## config.mk

```make
export PLATFORM = sky130hd
export DESIGN_NAME = svn_ram
export DESIGN_NICKNAME = d
export VERILOG_FILES = /design/src/rtl/svn_ram.sv
export SDC_FILE = /design/constraint.sdc
export NUM_CORES = 1
export LEC_CHECK = 0
export ABC_AREA = 1
export BUFFER_PORTS_ARGS = -buffer_cell sky130_fd_sc_hd__buf_4
export CORE_MARGIN = 1
export CORE_UTILIZATION = 55
export DETAILED_ROUTE_END_ITERATION = 8
export GPL_TIMING_DRIVEN = 0
export PLACE_DENSITY = 0.72
export RECOVER_POWER = 100
export SLEW_MARGIN = 20
export SYNTH_ARGS = -nofsm -noshare
export SYNTH_HDL_FRONTEND = slang
export SYNTH_SLANG_ARGS = --single-unit
```

## constraint.sdc

```tcl
create_clock -name clk -period 2.28 [get_ports clk]
set_input_delay 0 -clock clk [delete_from_list [all_inputs] [get_ports clk]]
set_output_delay 0 -clock clk [all_outputs]
set_load 0.01 [all_outputs]
```

## src/rtl/svn_ram.sv

```systemverilog
// ---------------------------------------------------------------------------
// svn_ram
// Simple dual-port synchronous RAM, one write and one registered read port.
// ---------------------------------------------------------------------------
module svn_ram #(
  parameter int WIDTH = 8,
  parameter int DEPTH = 16,
  parameter int AW    = $clog2(DEPTH)
) (
  input  logic             clk,
  input  logic             we,
  input  logic [AW-1:0]    waddr,
  input  logic [WIDTH-1:0] wdata,
  input  logic [AW-1:0]    raddr,
  output logic [WIDTH-1:0] rdata
);

  logic [WIDTH-1:0] mem [DEPTH];

  always_ff @(posedge clk) begin
    if (we) begin
      mem[waddr] <= wdata;
    end
  end

  always_ff @(posedge clk) begin
    rdata <= mem[raddr];
  end

endmodule

```

# Word level (Yosys, flattened, before mapping)
# Memory sizes are Yosys's and may differ from the RTL's. A register that Yosys moved wholly into a read port is not among the register bits.
# Index checks and enable logic that the tools add are counted.
classes:
  n_addsub: 0
  n_mul: 0
  n_div: 0
  magnitude_cmp: 0
  n_eq_ne: 0
  shifts: 0
  muxes: 2
  n_bitwise: 0
  n_reduce_logical: 0
op_table:
  columns: ["operator", "n"]
  rows:
  - ["$mux 1", 2]
totals:
  reg_bits: 0
  latchBits: 0
  ram_bits: 128
  romBits: 0
  inputBits: 18
  out_inout_bits: 8
  wordCells: 3
  n_memories: 1
memory_table:
  columns: ["memory", "depth", "word_bits", "read_ports", "rd_clocked_by_memory_dff", "write_ports", "line", "rtl"]
  rows:
  - ["mem", 16, 8, 1, 1, 1, "18", "logic [WIDTH-1:0] mem [DEPTH];"]

# Logic depth before layout (Yosys ltp)
# Gate-level depths: netlist of run 1.
logic_depth:
  ltp_word: 2
  mapped_depth: 8
  depth_no_buf: 7

# Worst setup path before layout of run 1
# Ideal clock, no wire load.
synth_path:
  path_kind: "input-to-reg"
  start: "input waddr[2]"
  end: "memory mem[10][0], enable pin"
  setup_ns: 0.370
  arrival_ns: 0.581
  required_time_ns: 1.910
  path_slack_ns: 1.329
  stages: 2
  n_path_buf: 0
  path_cell_list: "nand3b_1 -> nor2_1"
synth_rtl:
  columns: ["element", "line", "rtl"]
  rows:
  - ["start, declared", "12", "input logic [AW-1:0] waddr,"]
  - ["end, declared", "18", null]
# Straight into the memory's write port.

==> results by group, run 1 <==
Status
  – Outcome: complete, no violations

Power
  – Static leakage: 2.956 nW
  – Switching Power: 1.277 mW
  – Pwr dens: 942.9 nW/um2
  – Worst VDD drop: 0.5878 mV
  – Sw Share: 19.65%
  – Logic pwr share: 5.9%
  – Pwr Total: 6.496 mW
  – Reg power frac: 43.3%
  – Clk pwr share: 50.8%
  – P_int: 5.219 mW

Place
  – GPL Wtd Cong: 0.8718
  – Area after DPL: 6102 um2
  – Detailed Place HPWL: 8429 um
  – Port bufs: 22

Routing
  – Via count: 3987
  – Avg WL per Cell: 18.16 um
  – First-pass detailed-route iteration total: 5
  – DR iter-0 viols: 494
  – Routed Wire Length: 13710 um
  – Post-DR vias/cell: 5.281
  – ANT nets after route: 0
  – Post-route DRC: 0

STA
  – Setup violations, final: 0
  – RSZ-0062 raised after global routing: false
  – Final period utilization: 89.03%
  – Final setup TNS: 0 ns
  – Fmax: 492.6 MHz
  – Final hold violations: 0
  – Rel. slew slack: 30.95%
  – Pins Over Slew Limit: 0
  – Worst slew pin tran: 1.032 ns
  – Skew final: 0.007585 ns
  – Final Critical Period: 2.030 ns

Floorplan
  – Starting Density: 56.37%
  – Core box area: 10230 um2
  – Row count: 37
  – Die footprint: 10900 um2
  – Die height: 104.4 um
  – Ports: 26
  – Die extent in x: 104.4 um

Critical path
  – Crit-path leading delay family: buffers and inverters
  – CP Cell Sequence: inv_1 -> nand2_1 -> nand3_1 -> nand3_1 -> dlygate4sd3_1 -> nand3_1 -> nand2_1 -> dlygate4sd3_1
  – CP most frequent cell: nand3_1
  – Worst Path Buf+Inv: 3
  – CP Data Required Time: 2.69 ns
  – Setup crit start kind: flop
  – CP max FO: 1
  – Crit path capture type: flop
  – CP arrival: 2.44 ns
  – Largest stage delay, worst path: 0.57 ns
  – Reg2Reg Setup Slack: 0.25 ns
  – Crit Path Class: reg2reg
  – Crit-path slowest cell: dlygate4sd3_1

Global routing
  – Total grt overflow: 0
  – Global-route wire length before repair: 20850 um
  – Vias in the first global route: 3828
  – GR Util All Layers: 26.74%
  – Largest net degree at the start of global routing: 17
  – Initial antenna violation count: 0

Finish
  – Most frequent cells in the layout: nand2_1 (173), edfxtp_1 (128), inv_1 (101)
  – Commonest non-fill, non-tap cell in the layout: nand2_1
  – Share of cells above drive strength 1: 9.208%
  – Antenna Cells: 0
  – Layout Nets: 624
  – Filler cells: 767
  – Fin area: 6889 um2
  – P&R area growth vs syn: 19.46%

Clock tree
  – Clk root buf: clkbuf_8
  – Cts hold-fix bufs: 14
  – Post CTS Setup Buffer Count: 0
  – Clock buffer depth: 2
  – Clk sinks: 136
  – Clock buffer count from CTS: 17
  – H-Tree Depth: 4
  – Post-cts repair resize count: 0
  – Worst-Skew Late Latency: 0.53 ns
  – CTS tree: yes
  – Clk slew on worst S/H paths: 0.06 ns

Synth
  – Gate Count Post-Synth: 551
  – Synth unique cells: 12
  – Fraction of the yosys area taken by sequential cells: 69.43%
  – Syn_area_per_cell: 10.47 um2
  – Synth top area share: 66.65%
  – Area leader, netlist: edfxtp_1
  – Mapped Area: 5767 um2
  – Synth Register Bits: 136
  – Yosys Warn Count: 0
  – Synth area leaders: edfxtp_1 (67%), nand2_1 (11%), nand3_1 (8.4%)
  – Syn_nets: 569

Flow run
  – Max Cap Viol: 0

Hold path
  – Min-delay worst type: in2reg
worst paths after layout:
| check | start | end | cells past startpoint |
|---|---|---|---|
| hold reg to reg | mem[7][7]$_DFFE_PP_ | rdata[7]$_DFF_P_ | 6 |
| setup / recovery | mem[5][0]$_DFFE_PP_ | rdata[0]$_DFF_P_ | 8 |
| setup reg to reg | mem[5][0]$_DFFE_PP_ | rdata[0]$_DFF_P_ | 8 |
| hold / removal | raddr[0] | rdata[7]$_DFF_P_ | 8 |
registers in the layout (all words and copies together) (netlist names):
signal  count
rdata       8
mem       128
layer usage:
metal | up-vias | wire [um] | GRT usage, %
met1 | 1819 | 5374 | 36.33
li1 | 1885 | - | -
met4 | 0 | 269 | 11.02
met5 | - | 0 | 0
met2 | 262 | 6523 | 41.20
met3 | 21 | 1545 | 6.830
cell families after synthesis:
kind of cell / synth area share [%]
flip-flops: 69.43
buffers and inverters: 9.525
AND/OR/NAND/NOR: 21.05
cell type report:
| type | count | area [um2] | area share [%] |
|---|---|---|---|
| plain buffers | 24 | 165.2 | 2.397 |
| clock buffers | 20 | 455.4 | 6.611 |
| clock inverters | 12 | 267.8 | 3.887 |
| inverters | 102 | 382.9 | 5.558 |
| multi-input cells | 289 | 1214 | 17.62 |
| flip-flops and latches | 136 | 4004 | 58.12 |
| well taps | 136 | 170.2 | 2.470 |
| repair buffers | 36 | 230.2 | 3.342 |
power by group through the flow:
stage                     sequential [mW]  combinational (mW)  clock, mW
after floorplan                      2.87               0.197          0
after global placement               2.86               0.366          0
after detailed placement             2.86               0.373          0
after CTS                            2.81               0.400       3.30
after global routing                 2.82               0.415       3.39
final                                2.81               0.385       3.30
per-stage QoR:
stage	cells	worst slack, ns	util (%)	hold slack [ns]
6_report	755	0.2501	67.34	0.06960
4_1_cts	755	0.3221	68.08	0.04905
3_3_place_gp	709	0.8228	59.64	0.3185
2_1_floorplan	551	1.329	-	0.09887
5_1_grt	755	0.1709	67.34	0.1226
3_5_place_dp	709	0.7798	59.64	0.3253
worst min-delay path, stage by stage:
cell,delay (ns)
buf_4,0.10
inv_2,0.09
nand2_1,0.08
nand2_1,0.04
nand2_1,0.05
nand3_1,0.06
nand3_1,0.07
nand2_1,0.06
synthesized netlist by cell type (all sizes together):
cell type and n:
dfxtp 8, nand3 97, nand3b 2, edfxtp 128, inv 102, buf 24
nor2 17, nand2 173
Power figures use the tool's default switching activity.
==> inputs of run 2 (changes only) <==
Settings changed: PLACE_DENSITY 0.72 to 0.68.
==> results by group, run 2 (synthesis results as in run 1) <==
Finish
  – Largest reg by FF count: mem
  – Commonest non-fill, non-tap cell in the layout: nand2_1
  – P&R area growth vs syn: 16.08%
  – Final non-filler cell total: 753
  – Most frequent cells in the layout: nand2_1 (173), edfxtp_1 (128), inv_1 (100)
  – Antenna Cells: 0
  – Fin util: 65.43%
  – Layout Nets: 622
  – Share of cells above drive strength 1: 9.238%
  – Largest regs: mem (128), rdata (8)
  – Max reg flops: 128
  – Filler cells: 835

Global routing
  – Met2 Use GR: 43.24%
  – GR Util All Layers: 27.58%
  – Met3 usage: 6.078%
  – GR Util met1: 37.67%
  – Total grt overflow: 0
  – GR peak layer: met2
  – Initial antenna violation count: 0
  – Vias in the first global route: 3853
  – Largest net degree at the start of global routing: 17
  – Global-route wire length before repair: 21360 um

Hold path
  – WHS Endpoint: mem[10][0]$_DFFE_PP_
  – Hold path cells: 3
  – Min-delay worst type: in2reg
  – Hold path start: waddr[1]

Power
  – Pwr dens: 847.3 nW/um2
  – Switching Power: 1.312 mW
  – Logic pwr share: 6.8%
  – Reg power frac: 49.6%
  – Worst VDD drop: 0.4953 mV
  – P_int: 4.360 mW
  – Static leakage: 2.861 nW
  – Sw Share: 23.13%
  – Clk pwr share: 43.7%

Routing
  – First-pass detailed-route iteration total: 6
  – Via count: 3962
  – Avg WL per Cell: 18.41 um
  – DR iter-0 viols: 378
  – Post-DR vias/cell: 5.262
  – ANT nets after route: 0
  – Routed Wire Length: 13860 um
  – Post-route DRC: 0

STA
  – Setup violations, final: 0
  – Fin worst setup slack: 0.7762 ns
  – Final hold violations: 0
  – Rel. slew slack: 33.18%
  – Worst slew pin tran: 1.002 ns
  – Skew final: 0.006874 ns
  – Final period utilization: 65.95%
  – Final setup TNS: 0 ns
  – Final Critical Period: 1.504 ns
  – RSZ-0062 raised after global routing: false
  – Fmax: 665.0 MHz
  – Pins Over Slew Limit: 0

Critical path
  – CP Data Required Time: 2.70 ns
  – Crit path depth: 7
  – Reg-to-reg endpoint: rdata[1]$_DFF_P_
  – Crit-path slowest cell: dlygate4sd3_1
  – R2R depth: 7
  – Reg2reg start: mem[7][1]$_DFFE_PP_
  – CP arrival: 1.92 ns
  – Crit Path Class: in2reg
  – CP max FO: 10
  – Reg2Reg Setup Slack: 0.81 ns
  – Worst Path Buf+Inv: 4
  – Crit-path leading delay family: buffers and inverters
  – CP Cell Sequence: dlygate4sd3_1 -> clkbuf_1 -> inv_1 -> clkbuf_1 -> nand3_1 -> nand3_1 -> nand2_1
  – Largest stage delay, worst path: 0.54 ns
  – Setup crit start kind: primary input
  – Crit path capture type: flop

Clock tree
  – Post CTS Setup Buffer Count: 0
  – Clk root buf: clkbuf_8
  – H-Tree Depth: 4
  – Clk sinks: 136
  – Clock buffer depth: 2
  – Worst-Skew Late Latency: 0.52 ns
  – Clock buffer count from CTS: 17
  – CTS tree: yes
  – Clk slew on worst S/H paths: 0.06 ns

Floorplan
  – Core box area: 10230 um2
  – Die extent in x: 104.4 um
  – Die height: 104.4 um
  – Row count: 37
  – Starting Density: 56.37%
  – Ports: 26
  – Die footprint: 10900 um2

Place
  – Setup WS pre-CTS: 0.7743 ns
  – Cells after DPL: 709
  – Port bufs: 22
  – GPL Wtd Cong: 0.8523
  – Detailed Place HPWL: 8887 um

Flow run
  – Max Cap Viol: 0

Status
  – Outcome: complete, no violations
-- run 2: changes by cell type in the layout (fill, tap and decap cells not counted), sizes merged --
cell,before,now
buf,25,24
clkbuf,41,40
dlygate4sd3,14,12
clkinv,1,7
clkinvlp,3,4
inv,102,104
bufinv,8,1
-- run 2: worst max path at each step --
stage                                       to                 from  slack (ns)
after floorplan           mem[10][0]$_DFFE_PP_             waddr[2]        1.33
after global placement     mem[7][3]$_DFFE_PP_             waddr[3]        0.77
after detailed placement   mem[6][5]$_DFFE_PP_             waddr[3]        0.77
after CTS                     rdata[1]$_DFF_P_  mem[7][1]$_DFFE_PP_        0.86
after global routing          rdata[6]$_DFF_P_             raddr[2]        0.71
final                         rdata[6]$_DFF_P_             raddr[2]        0.78
-- run 2: cell type report --
class	instances	area (um2)	area share (%)
plain buffers	24	160.2	2.393
clock buffers	18	417.9	6.243
clock inverters	14	127.6	1.907
inverters	102	382.9	5.720
multi-input cells	289	1214	18.13
flip-flops and latches	136	4004	59.81
well taps	136	170.2	2.542
repair buffers	34	217.7	3.252
-- run 2: per-stage QoR --
stage / area (um2) / hold slack (ns) / power (mW)
after floorplan: 5767 / 0.09887 / 3.066
after global placement: 6102 / 0.3441 / 3.231
after detailed placement: 6102 / 0.3666 / 3.243
after CTS: 6768 / 0.07055 / 5.710
after global routing: 6694 / 0.1176 / 5.820
final: 6694 / 0.1013 / 5.672
-- run 2: tightest hold or removal path, stage by stage --
cell and delay, ns:
clkbuf_1 0.10, nand2_1 0.14, nor2_1 0.17
-- run 2: metal layers --
metal  part of all wire (%)  routed length (um)
met1                     43                5898
met2                     48                6597
met3                    8.5                1179
met4                    1.3                 184
met5                      0                   0
-- run 2: what timing repair did --
item                      4_1_cts  5_1_grt
hold endpoints to repair      135        0
hold buffers                   12        0
gates resized for setup         0        0
-- run 2: power groups by stage --
stage	registers [mW]	clock network, mW	logic [mW]
final	2.81	2.48	0.383
after global routing	2.82	2.59	0.418
after CTS	2.81	2.50	0.401
after detailed placement	2.86	0	0.381
after global placement	2.86	0	0.372
after floorplan	2.87	0	0.197
