### src/rtl/svn_pkg.sv
// ---------------------------------------------------------------------------
// svn_pkg
// Shared widths, function codes, control structs and a helper for the
// vertex normal block.
// ---------------------------------------------------------------------------
package svn_pkg;

  localparam int MAX_VERTICES = 4096;
  localparam int IDX_W        = $clog2(MAX_VERTICES);
  localparam int CORNER_W     = 16;
  localparam int VC_W         = 13;
  localparam int POS_W        = 24;
  localparam int EDGE_W       = POS_W + 1;
  localparam int PROD_W       = 2 * EDGE_W;
  localparam int FACE_W       = PROD_W + 1;
  localparam int ACC_W        = 64;
  localparam int NORM_W       = 16;
  localparam int FUNC_W       = 2;

  localparam logic [VC_W-1:0] VC_RESET = VC_W'(MAX_VERTICES);
  localparam logic signed [NORM_W-1:0] NORM_ONE = 16'sd16384;

  localparam logic [FUNC_W-1:0] FUNC_LOAD = 2'd0;
  localparam logic [FUNC_W-1:0] FUNC_TRI  = 2'd1;
  localparam logic [FUNC_W-1:0] FUNC_READ = 2'd2;

  typedef logic signed [ACC_W-1:0] acc_t;

  typedef struct packed {
    logic start;
    logic take;
  } nrm_ctrl_t;

  typedef struct packed {
    logic done;
    logic fallback;
  } nrm_stat_t;

  // Saturating add of a face normal component into a 64-bit accumulator.
  function automatic acc_t sat_add(input acc_t a, input logic signed [FACE_W-1:0] b);
    acc_t bx;
    acc_t s;
    bx = ACC_W'(b);
    s  = a + bx;
    if ((a[ACC_W-1] == bx[ACC_W-1]) && (s[ACC_W-1] != a[ACC_W-1])) begin
      s = a[ACC_W-1] ? {1'b1, {(ACC_W-1){1'b0}}} : {1'b0, {(ACC_W-1){1'b1}}};
    end
    return s;
  endfunction

endpackage

### src/rtl/svn_norm.sv
// ---------------------------------------------------------------------------
// svn_norm
// Iterative normaliser: scale a 64-bit vector to unit length in Q1.14.
// ---------------------------------------------------------------------------
module svn_norm (
  input  logic                                clk,
  input  logic                                rst,
  input  svn_pkg::nrm_ctrl_t                  ctrl,
  input  svn_pkg::acc_t                       sum_x,
  input  svn_pkg::acc_t                       sum_y,
  input  svn_pkg::acc_t                       sum_z,
  output svn_pkg::nrm_stat_t                  stat,
  output logic signed [svn_pkg::NORM_W-1:0]   res_x,
  output logic signed [svn_pkg::NORM_W-1:0]   res_y,
  output logic signed [svn_pkg::NORM_W-1:0]   res_z
);
  import svn_pkg::*;

  localparam int MAG_W   = 20;
  localparam int L2_W    = 2 * MAG_W + 2;
  localparam int NUM_W   = MAG_W + 25;
  localparam int LEN_W   = 32;
  localparam logic [5:0] SQRT_LAST = 6'd31;
  localparam logic [5:0] DIV_LAST  = 6'(NUM_W - 1);

  typedef enum logic [8:0] {
    N_IDLE   = 9'b000000001,
    N_MAX    = 9'b000000010,
    N_SHIFT  = 9'b000000100,
    N_SQ     = 9'b000001000,
    N_SQRT   = 9'b000010000,
    N_DPREP  = 9'b000100000,
    N_DLOAD  = 9'b001000000,
    N_DIV    = 9'b010000000,
    N_DONE   = 9'b100000000
  } nstate_t;

  nstate_t             state;
  logic [ACC_W-1:0]    mag [3];
  logic                neg [3];
  logic [ACC_W-1:0]    big;
  logic [L2_W-1:0]     l2;
  logic [ACC_W-1:0]    sq_x;
  logic [ACC_W-1:0]    sq_res;
  logic [ACC_W-1:0]    sq_bit;
  logic [5:0]          cnt;
  logic [1:0]          k;
  logic [LEN_W-1:0]    len;
  logic [NUM_W-1:0]    num;
  logic [NUM_W-1:0]    quo;
  logic [LEN_W-1:0]    drem;
  logic signed [NORM_W-1:0] res [3];
  logic                fallback;

  logic [ACC_W-1:0]    big_c;
  logic [2*MAG_W-1:0]  sqr;
  logic [L2_W-1:0]     l2_new;
  logic [ACC_W-1:0]    sq_t;
  logic [LEN_W:0]      rem_sh;
  logic                ge;
  logic [NORM_W-1:0]   q16;

  always_comb begin
    big_c = mag[0];
    if (mag[1] > big_c) big_c = mag[1];
    if (mag[2] > big_c) big_c = mag[2];
    sqr    = mag[k][MAG_W-1:0] * mag[k][MAG_W-1:0];
    l2_new = l2 + L2_W'(sqr);
    sq_t   = sq_res + sq_bit;
    rem_sh = {drem, num[NUM_W-1]};
    ge     = rem_sh >= {1'b0, len};
    q16    = (quo > NUM_W'(NORM_ONE)) ? NORM_ONE : quo[NORM_W-1:0];
  end

  always_ff @(posedge clk) begin
    if (rst) begin
      state <= N_IDLE;
    end else begin
      unique case (state)
        N_IDLE: begin
          if (ctrl.start) begin
            mag[0] <= sum_x[ACC_W-1] ? -sum_x : sum_x;
            mag[1] <= sum_y[ACC_W-1] ? -sum_y : sum_y;
            mag[2] <= sum_z[ACC_W-1] ? -sum_z : sum_z;
            neg[0] <= sum_x[ACC_W-1];
            neg[1] <= sum_y[ACC_W-1];
            neg[2] <= sum_z[ACC_W-1];
            state  <= N_MAX;
          end
        end
        N_MAX: begin
          big <= big_c;
          if (big_c == '0) begin
            fallback <= 1'b1;
            res[0]   <= '0;
            res[1]   <= NORM_ONE;
            res[2]   <= '0;
            cnt      <= '0;
            state    <= N_DONE;
          end else begin
            state <= N_SHIFT;
          end
        end
        N_SHIFT: begin
          // drop one bit a cycle until the largest magnitude fits 20 bits
          if (big[ACC_W-1:MAG_W] != '0) begin
            big    <= big >> 1;
            mag[0] <= mag[0] >> 1;
            mag[1] <= mag[1] >> 1;
            mag[2] <= mag[2] >> 1;
          end else begin
            l2    <= '0;
            k     <= 2'd0;
            state <= N_SQ;
          end
        end
        N_SQ: begin
          l2 <= l2_new;
          if (k == 2'd2) begin
            sq_x   <= {2'b00, l2_new, 20'b0};
            sq_res <= '0;
            sq_bit <= {2'b01, {(ACC_W-2){1'b0}}};
            cnt    <= '0;
            state  <= N_SQRT;
          end else begin
            k <= k + 2'd1;
          end
        end
        N_SQRT: begin
          if (sq_x >= sq_t) begin
            sq_x   <= sq_x - sq_t;
            sq_res <= (sq_res >> 1) + sq_bit;
          end else begin
            sq_res <= sq_res >> 1;
          end
          sq_bit <= sq_bit >> 2;
          cnt    <= cnt + 6'd1;
          if (cnt == SQRT_LAST) state <= N_DPREP;
        end
        N_DPREP: begin
          len   <= sq_res[LEN_W-1:0];
          k     <= 2'd0;
          state <= N_DLOAD;
        end
        N_DLOAD: begin
          num   <= NUM_W'({mag[k][MAG_W-1:0], 24'b0}) + NUM_W'(len[LEN_W-1:1]);
          quo   <= '0;
          drem  <= '0;
          cnt   <= '0;
          state <= N_DIV;
        end
        N_DIV: begin
          drem <= ge ? LEN_W'(rem_sh - {1'b0, len}) : rem_sh[LEN_W-1:0];
          quo  <= {quo[NUM_W-2:0], ge};
          num  <= num << 1;
          cnt  <= cnt + 6'd1;
          if (cnt == DIV_LAST) begin
            state <= N_DONE;
          end
        end
        N_DONE: begin
          if (quo != '1 && k != 2'd3 && cnt == DIV_LAST + 6'd1) begin
            // store the finished quotient, then move to the next component unless it was the last
            res[k] <= neg[k] ? -$signed(q16) : $signed(q16);
            cnt    <= '0;
            if (k == 2'd2) begin
              fallback <= 1'b0;
            end else begin
              k     <= k + 2'd1;
              state <= N_DLOAD;
            end
          end else if (ctrl.take) begin
            state <= N_IDLE;
          end
        end
        default: state <= N_IDLE;
      endcase
    end
  end

  assign stat.done     = (state == N_DONE) && (cnt != DIV_LAST + 6'd1);
  assign stat.fallback = fallback;
  assign res_x = res[0];
  assign res_y = res[1];
  assign res_z = res[2];

endmodule

### config.mk
export PLATFORM = sky130hd
export DESIGN_NAME = svn_norm
export DESIGN_NICKNAME = d
export VERILOG_FILES = /design/src/rtl/svn_pkg.sv /design/src/rtl/svn_norm.sv
export SDC_FILE = /design/constraint.sdc
export NUM_CORES = 2
export LEC_CHECK = 0
export BUFFER_PORTS_ARGS = -buffer_cell sky130_fd_sc_hd__buf_4
export CAP_MARGIN = 0
export CORE_UTILIZATION = 60
export DETAILED_ROUTE_END_ITERATION = 8
export GPL_TIMING_DRIVEN = 0
export PLACE_DENSITY = 0.81
export SETUP_SLACK_MARGIN = 0.3
export SYNTH_ARGS = -nofsm -noshare
export SYNTH_HDL_FRONTEND = slang
export SYNTH_SLANG_ARGS = --single-unit
### constraint.sdc
create_clock -name clk -period 25.5 [get_ports clk]
set_input_delay 5.1 -clock clk [delete_from_list [all_inputs] [get_ports clk]]
set_output_delay 5.1 -clock clk [all_outputs]
set_load 0.01 [all_outputs]
* Word level (Yosys, flattened, before mapping)
Memories as Yosys holds them, arrays and structs flattened. A register that Yosys moved wholly into a read port is not among the register bits.
Cells that the tools add are included.
** Cells by class
- Bitwise operators :: 4
- Magnitude comparators :: 5
- Mux-type cells :: 69
- Add/sub/neg operators :: 12
- Reductions and logical operators :: 24
- Equality and inequality tests :: 28
- $mul :: 1
** Operators with widths (number)
- two-way mux 64 bit :: 14
- one-hot mux 64 bit (2 select lines) :: 4
- negation 64 bit :: 3
- one-hot mux 45 bit (2 select lines) :: 2
- greater-than comparator 64 bit :: 2
- one-hot mux 42 bit (2 select lines) :: 1
- two-way mux 9 bit :: 9
- one-hot mux 9 bit (9 select lines) :: 1
- adder 63 x 64 -> 64 bit :: 1
- adder 64 bit :: 1
- >= comparator 64 bit :: 1
- zero test 64 bit :: 1
- one-hot mux 32 bit (2 select lines) :: 1
- subtractor 64 bit :: 1
- two-way mux 16 bit :: 3
- adder 44 x 31 -> 45 bit :: 1
- greater-than comparator 45 x 15 -> 1 bit, second input constant :: 1
- inequality test 45 bit, second input constant :: 1
- nonzero test 44 bit :: 1
- adder 42 x 40 -> 42 bit :: 1
- two-way mux 42 bit :: 1
- multiplier 20 x 20 -> 40 bit :: 1
- >= comparator 33 x 32 -> 1 bit :: 1
- two-way mux 32 bit :: 1
- other kinds (38) :: 89
** Storage, ports and cells
- RAM bits :: 243
- Register bits :: 470
- Output and inout port bits :: 50
- Memories kept :: 3
** Memory list
- mag :: depth 3, bits a word 64, read ports 4, clocked after memory_dff 1, wr ports 3, RTL line svn_norm.sv:39 : logic [ACC_W-1:0] mag [3];
- res :: depth 3, bits a word 16, read ports 3, clocked after memory_dff 0, wr ports 3, RTL line svn_norm.sv:52 : logic signed [NORM_W-1:0] res [3];
- neg :: depth 3, bits a word 1, read ports 1, clocked after memory_dff 1, wr ports 3, RTL line svn_norm.sv:40 : logic neg [3];

* Longest topological paths before layout
- Word-level depth :: 10
- Depth in mapped cells :: 37
- Mapped depth without buffers :: 31

* Least setup slack after synthesis
Ideal clock, no wire load.
- Kind :: in2reg
- From :: input port rst
- To :: register sq_x[0], enable pin
- Arrival time :: 14.873 ns
- Buffers on the path :: 1
- Stages :: 3
- Path slack :: 10.043 ns
- Required time :: 24.917 ns
- Path through :: clkbuf_1 > a21oi_1 > a21boi_0
** Between the ends
- Longest elaborated chain between the ends :: 2
** Ends and longest elaborated chain
- from (decl) :: RTL line svn_norm.sv:7 : input logic rst,
- inverter 1 bit (no line)
- AND reduction 4 bit (no line)
- to (signal assigned) :: RTL line svn_norm.sv:120 : sq_x <= {2'b00, l2_new, 20'b0};
- to (signal assigned) :: RTL line svn_norm.sv:131 : sq_x <= sq_x - sq_t;
- to (decl) :: RTL line svn_norm.sv:43 : logic [ACC_W-1:0] sq_x;
Every way passes these cells.
A chain may end at the register's enable or synchronous reset.

==> flow_metrics.tcl <==
set metrics [dict create \
    postSynthAreaPerCell_um2 9.47 \
    worst_slew_pin_slew_ns 1.43 \
    grt_pass1_vias 46900 \
    synth_edf_count 652 \
    r2r-end "sq_x[60]" \
    dp_cells 7561 \
    fin_nets 7358 \
    dr.max_layer_used "met5" \
    synth_top_family_by_area "adder cells" \
    worstSetupPathType "register to register" \
    grt_max_degree 68 \
    io_pins 246 \
    synthMuxAreaShare_pct 1.57 \
    pwr-share-clk_pct 14.2 \
    r2r_cells 32 \
    dieArea_um2 96500 \
    async_reset_ff_share_pct 0 \
    drtIter0Drc 6036 \
    layout-drive-gt1-share_pct 6.97 \
    initial_utilization_pct 60.9 \
    p_comb_share_pct 66.3 \
    first_pass_iters 6 \
    intPower_uw 4120 \
    ctsLongestPathBuffers 3 \
    crit_path_start_kind "register" \
    insertion_delay_ns 0.67 \
    r2r_slack_ns 14.07 \
    gr-total-overflow 0 \
    slowest_stage "o41ai_1" \
    ir_worst_vdd_uv 408 \
    synth-main-ff-cell "edfxtp_1" \
    synthSimpleGateAreaFrac_pct 15.7 \
    p_sw_uw 3560 \
    stdcell_count 7702 \
    drcViolationCount 0 \
    vias 48600 \
    hpwl_um 136000 \
    min_to "len[13]" \
    final_util_pct 67.6 \
    cts_sinks 663 \
    cts_tree "yes" \
    tns_ns 0 \
    drv_slew 0 \
    h-tree-depth 3 \
    drt-met1-wl_um 69100 \
    synthAdderAreaFrac_pct 21.3 \
    holdBufCountCts 0 \
    min_from "sq_res[13]" \
    fin_hold_ws_ns 0.515 \
    synth_seq_cells 663 \
    grt_pass1_wl_um 264000 \
    power.static_leakage_uw 0.0264 \
    synth_xor_area_share_pct 7.05 \
    synth_area_um2 57100 \
    setup_slack_ns 14.07 \
    vias_per_cell 6.31 \
    antenna_found_initial 10 \
    die_w_um 311 \
    cap_violations 0 \
    rows 112 \
    final.min_clock_period_ns 11.43 \
    placement.io_buffers 245 \
    worstPathRequired_ns 25.84 \
    crit_path_frequent_cell "fa_1" \
    postCtsSetupBuffers 0 \
    synth_compound_area_share_pct 14.7 \
    fin_crit_sh_pct 44.8 \
    synth_nets 7009 \
    power_frac_seq_pct 19.5 \
    hold_viol 0 \
    clk_pin_slew_ns 0.06 \
    coreArea_um2 93900 \
    slew_headroom_pct 3.65 \
    hold_class "register to register" \
    status "complete, no violations" \
    rsz0062_at_grt "false" \
    cts_made_buffers 76 \
    cts_resized 0 \
    dp_slack_ns 14.48 \
    fmax_mhz 87.5 \
    antenna_left 0 \
    areaGrowthSynthToFinish_pct 11.0 \
    switching_share_pct 46.3 \
    track_usage_pct 34.9 \
    cp_data_arrival_time_ns 11.77 \
    cp_max_fo 11 \
    met3WireLength_um 22300 \
    dr_wl_met2_um 73100 \
    ys_types 78 \
    cpPeakStageDelay_ns 1.17 \
    finClkSkew_ns 0.0261 \
    routedWlPerCell_um 22.2 \
    die_h_um 311 \
    synth_cells 6036 \
    gp_congestion 1.03 \
    final-setup-viol-count 0 \
    ys_warn_count 0 \
    drt_wl_total_um 171000 \
    root_buffer "clkbuf_16" \
    seq_area_frac_synth_pct 34.7 \
    pwr_density_cell_nw_per_um2 121 \
    hold_depth 0 \
    cp-end-kind "register" \
]
metal layers:
layer / global-route usage (%) / vias to the layer above
met5: 0 / -
met2: 51.3 / 2790
met3: 9.66 / 416
li1: - / 22000
met1: 49.6 / 23300
met4: 11.9 / 8
sequential cells by signal (all words and copies together) (netlist names), named ones only:
register,count
k,2
cnt,6
sq_res,64
quo,45
num,45
drem,32
mag,192
sq_bit,32
l2,42
res,48
sq_x,64
fallback,1
state,9
len,32
neg,3
big,44
Yosys cell counts, types with 35 or more instances:
master    instances  area (um2)
inv_1           531        1990
nor2b_1          57         357
edfxtp_1        652       19600
ha_1            454        5680
nand3_1          92         460
mux2i_1          77         771
xor2_1          311        2720
nand2b_1         56         350
xnor2_1         149        1310
nor3_1           69         345
or3_1            47         294
o21bai_1         35         263
nand2_1         597        2240
a21oi_1         335        1680
nand4_1          90         563
nor4_1           76         475
o21ai_0         422        2110
fa_1            323        6470
and2_1          122         763
a21o_1          148        1110
clkbuf_1        221         830
a31oi_1          79         494
o31ai_1          65         488
nor2_1          585        2200
a211oi_1         75         563
stage by stage:
step	cell area (um2)	total power [uW]
finish	63400	7680
floorplan	57100	5210
global placement	60500	6330
CTS	63400	7650
detailed placement	61000	6510
global route	63400	8340
worst max path at each step:
stage / from / endpoint / slack [ns] / cells after the start
4_1_cts: register / sq_x[60] / 14.40 / 32
6_report: register / sq_x[60] / 14.07 / 32
3_3_place_gp: rst / sq_x[29] / 4.92 / 4
3_5_place_dp: register / sq_x[60] / 14.48 / 32
2_1_floorplan: rst / sq_x[0] / 10.04 / 3
5_1_grt: register / sq_x[61] / 13.67 / 35
placed cells by master, fill, tap and decap left out, types with 11 or more instances in the layout:
cell	synthesis	final
a211oi_1	75	73
a21o_1	148	148
a21oi_1	335	334
a31o_2	13	13
a31oi_1	79	79
and2_1	122	122
and3_1	29	29
buf_1	14	14
buf_4	1	250
buf_6	0	11
clkbuf_1	221	238
clkbuf_16	0	77
clkinv_1	3	19
dfxtp_1	11	11
edfxtp_1	652	652
fa_1	323	323
ha_1	454	454
inv_1	531	531
mux2_2	11	11
mux2i_1	77	77
nand2_1	597	597
nand2b_1	56	56
nand3_1	92	92
nand4_1	90	90
nor2_1	585	584
nor2b_1	57	57
nor3_1	69	68
nor4_1	76	76
o211ai_1	18	18
o21a_1	29	29
o21ai_0	422	420
o21bai_1	35	35
o31ai_1	65	65
o41ai_1	32	32
or2_2	24	23
or3_1	47	47
or4_1	32	32
xnor2_1	149	149
xor2_1	311	311
power by group through the flow:
stage | clock network [uW] | registers [uW] | logic (uW)
floorplan | 0 | 1500 | 3710
global placement | 0 | 1520 | 4810
detailed placement | 0 | 1520 | 4990
CTS | 1100 | 1490 | 5060
global route | 1130 | 1500 | 5710
finish | 1090 | 1500 | 5090
critical path, delay by kind of cell, from the launching register on:
kind / cells / cell delay, ns
xor gates and xnor gates: 1 / 0.26
buffers and inverters: 10 / 3.13
DFF: 1 / 0.32
AOI/OAI and AO/OA: 8 / 2.77
adders and majority gates: 8 / 3.87
and+or+nand+nor: 5 / 0.75
cells by family after synthesis:
logic type | Yosys count
mux | 88
simple gates | 1916
flops | 663
buf+inv | 771
fa+ha+maj | 777
compound gates | 1361
xor+xnor | 460
cell type report:
class	count	area, um2
multi-input cells	4602	34500
fillers	7233	30500
flip-flops and latches	663	19800
repair buffers	271	2240
inverters	534	2000
clock buffers	94	1990
well taps	1254	1570
plain buffers	237	895
clock inverters	41	409
diodes	6	15.0
Note: power is estimated with default switching activity, not from simulation.
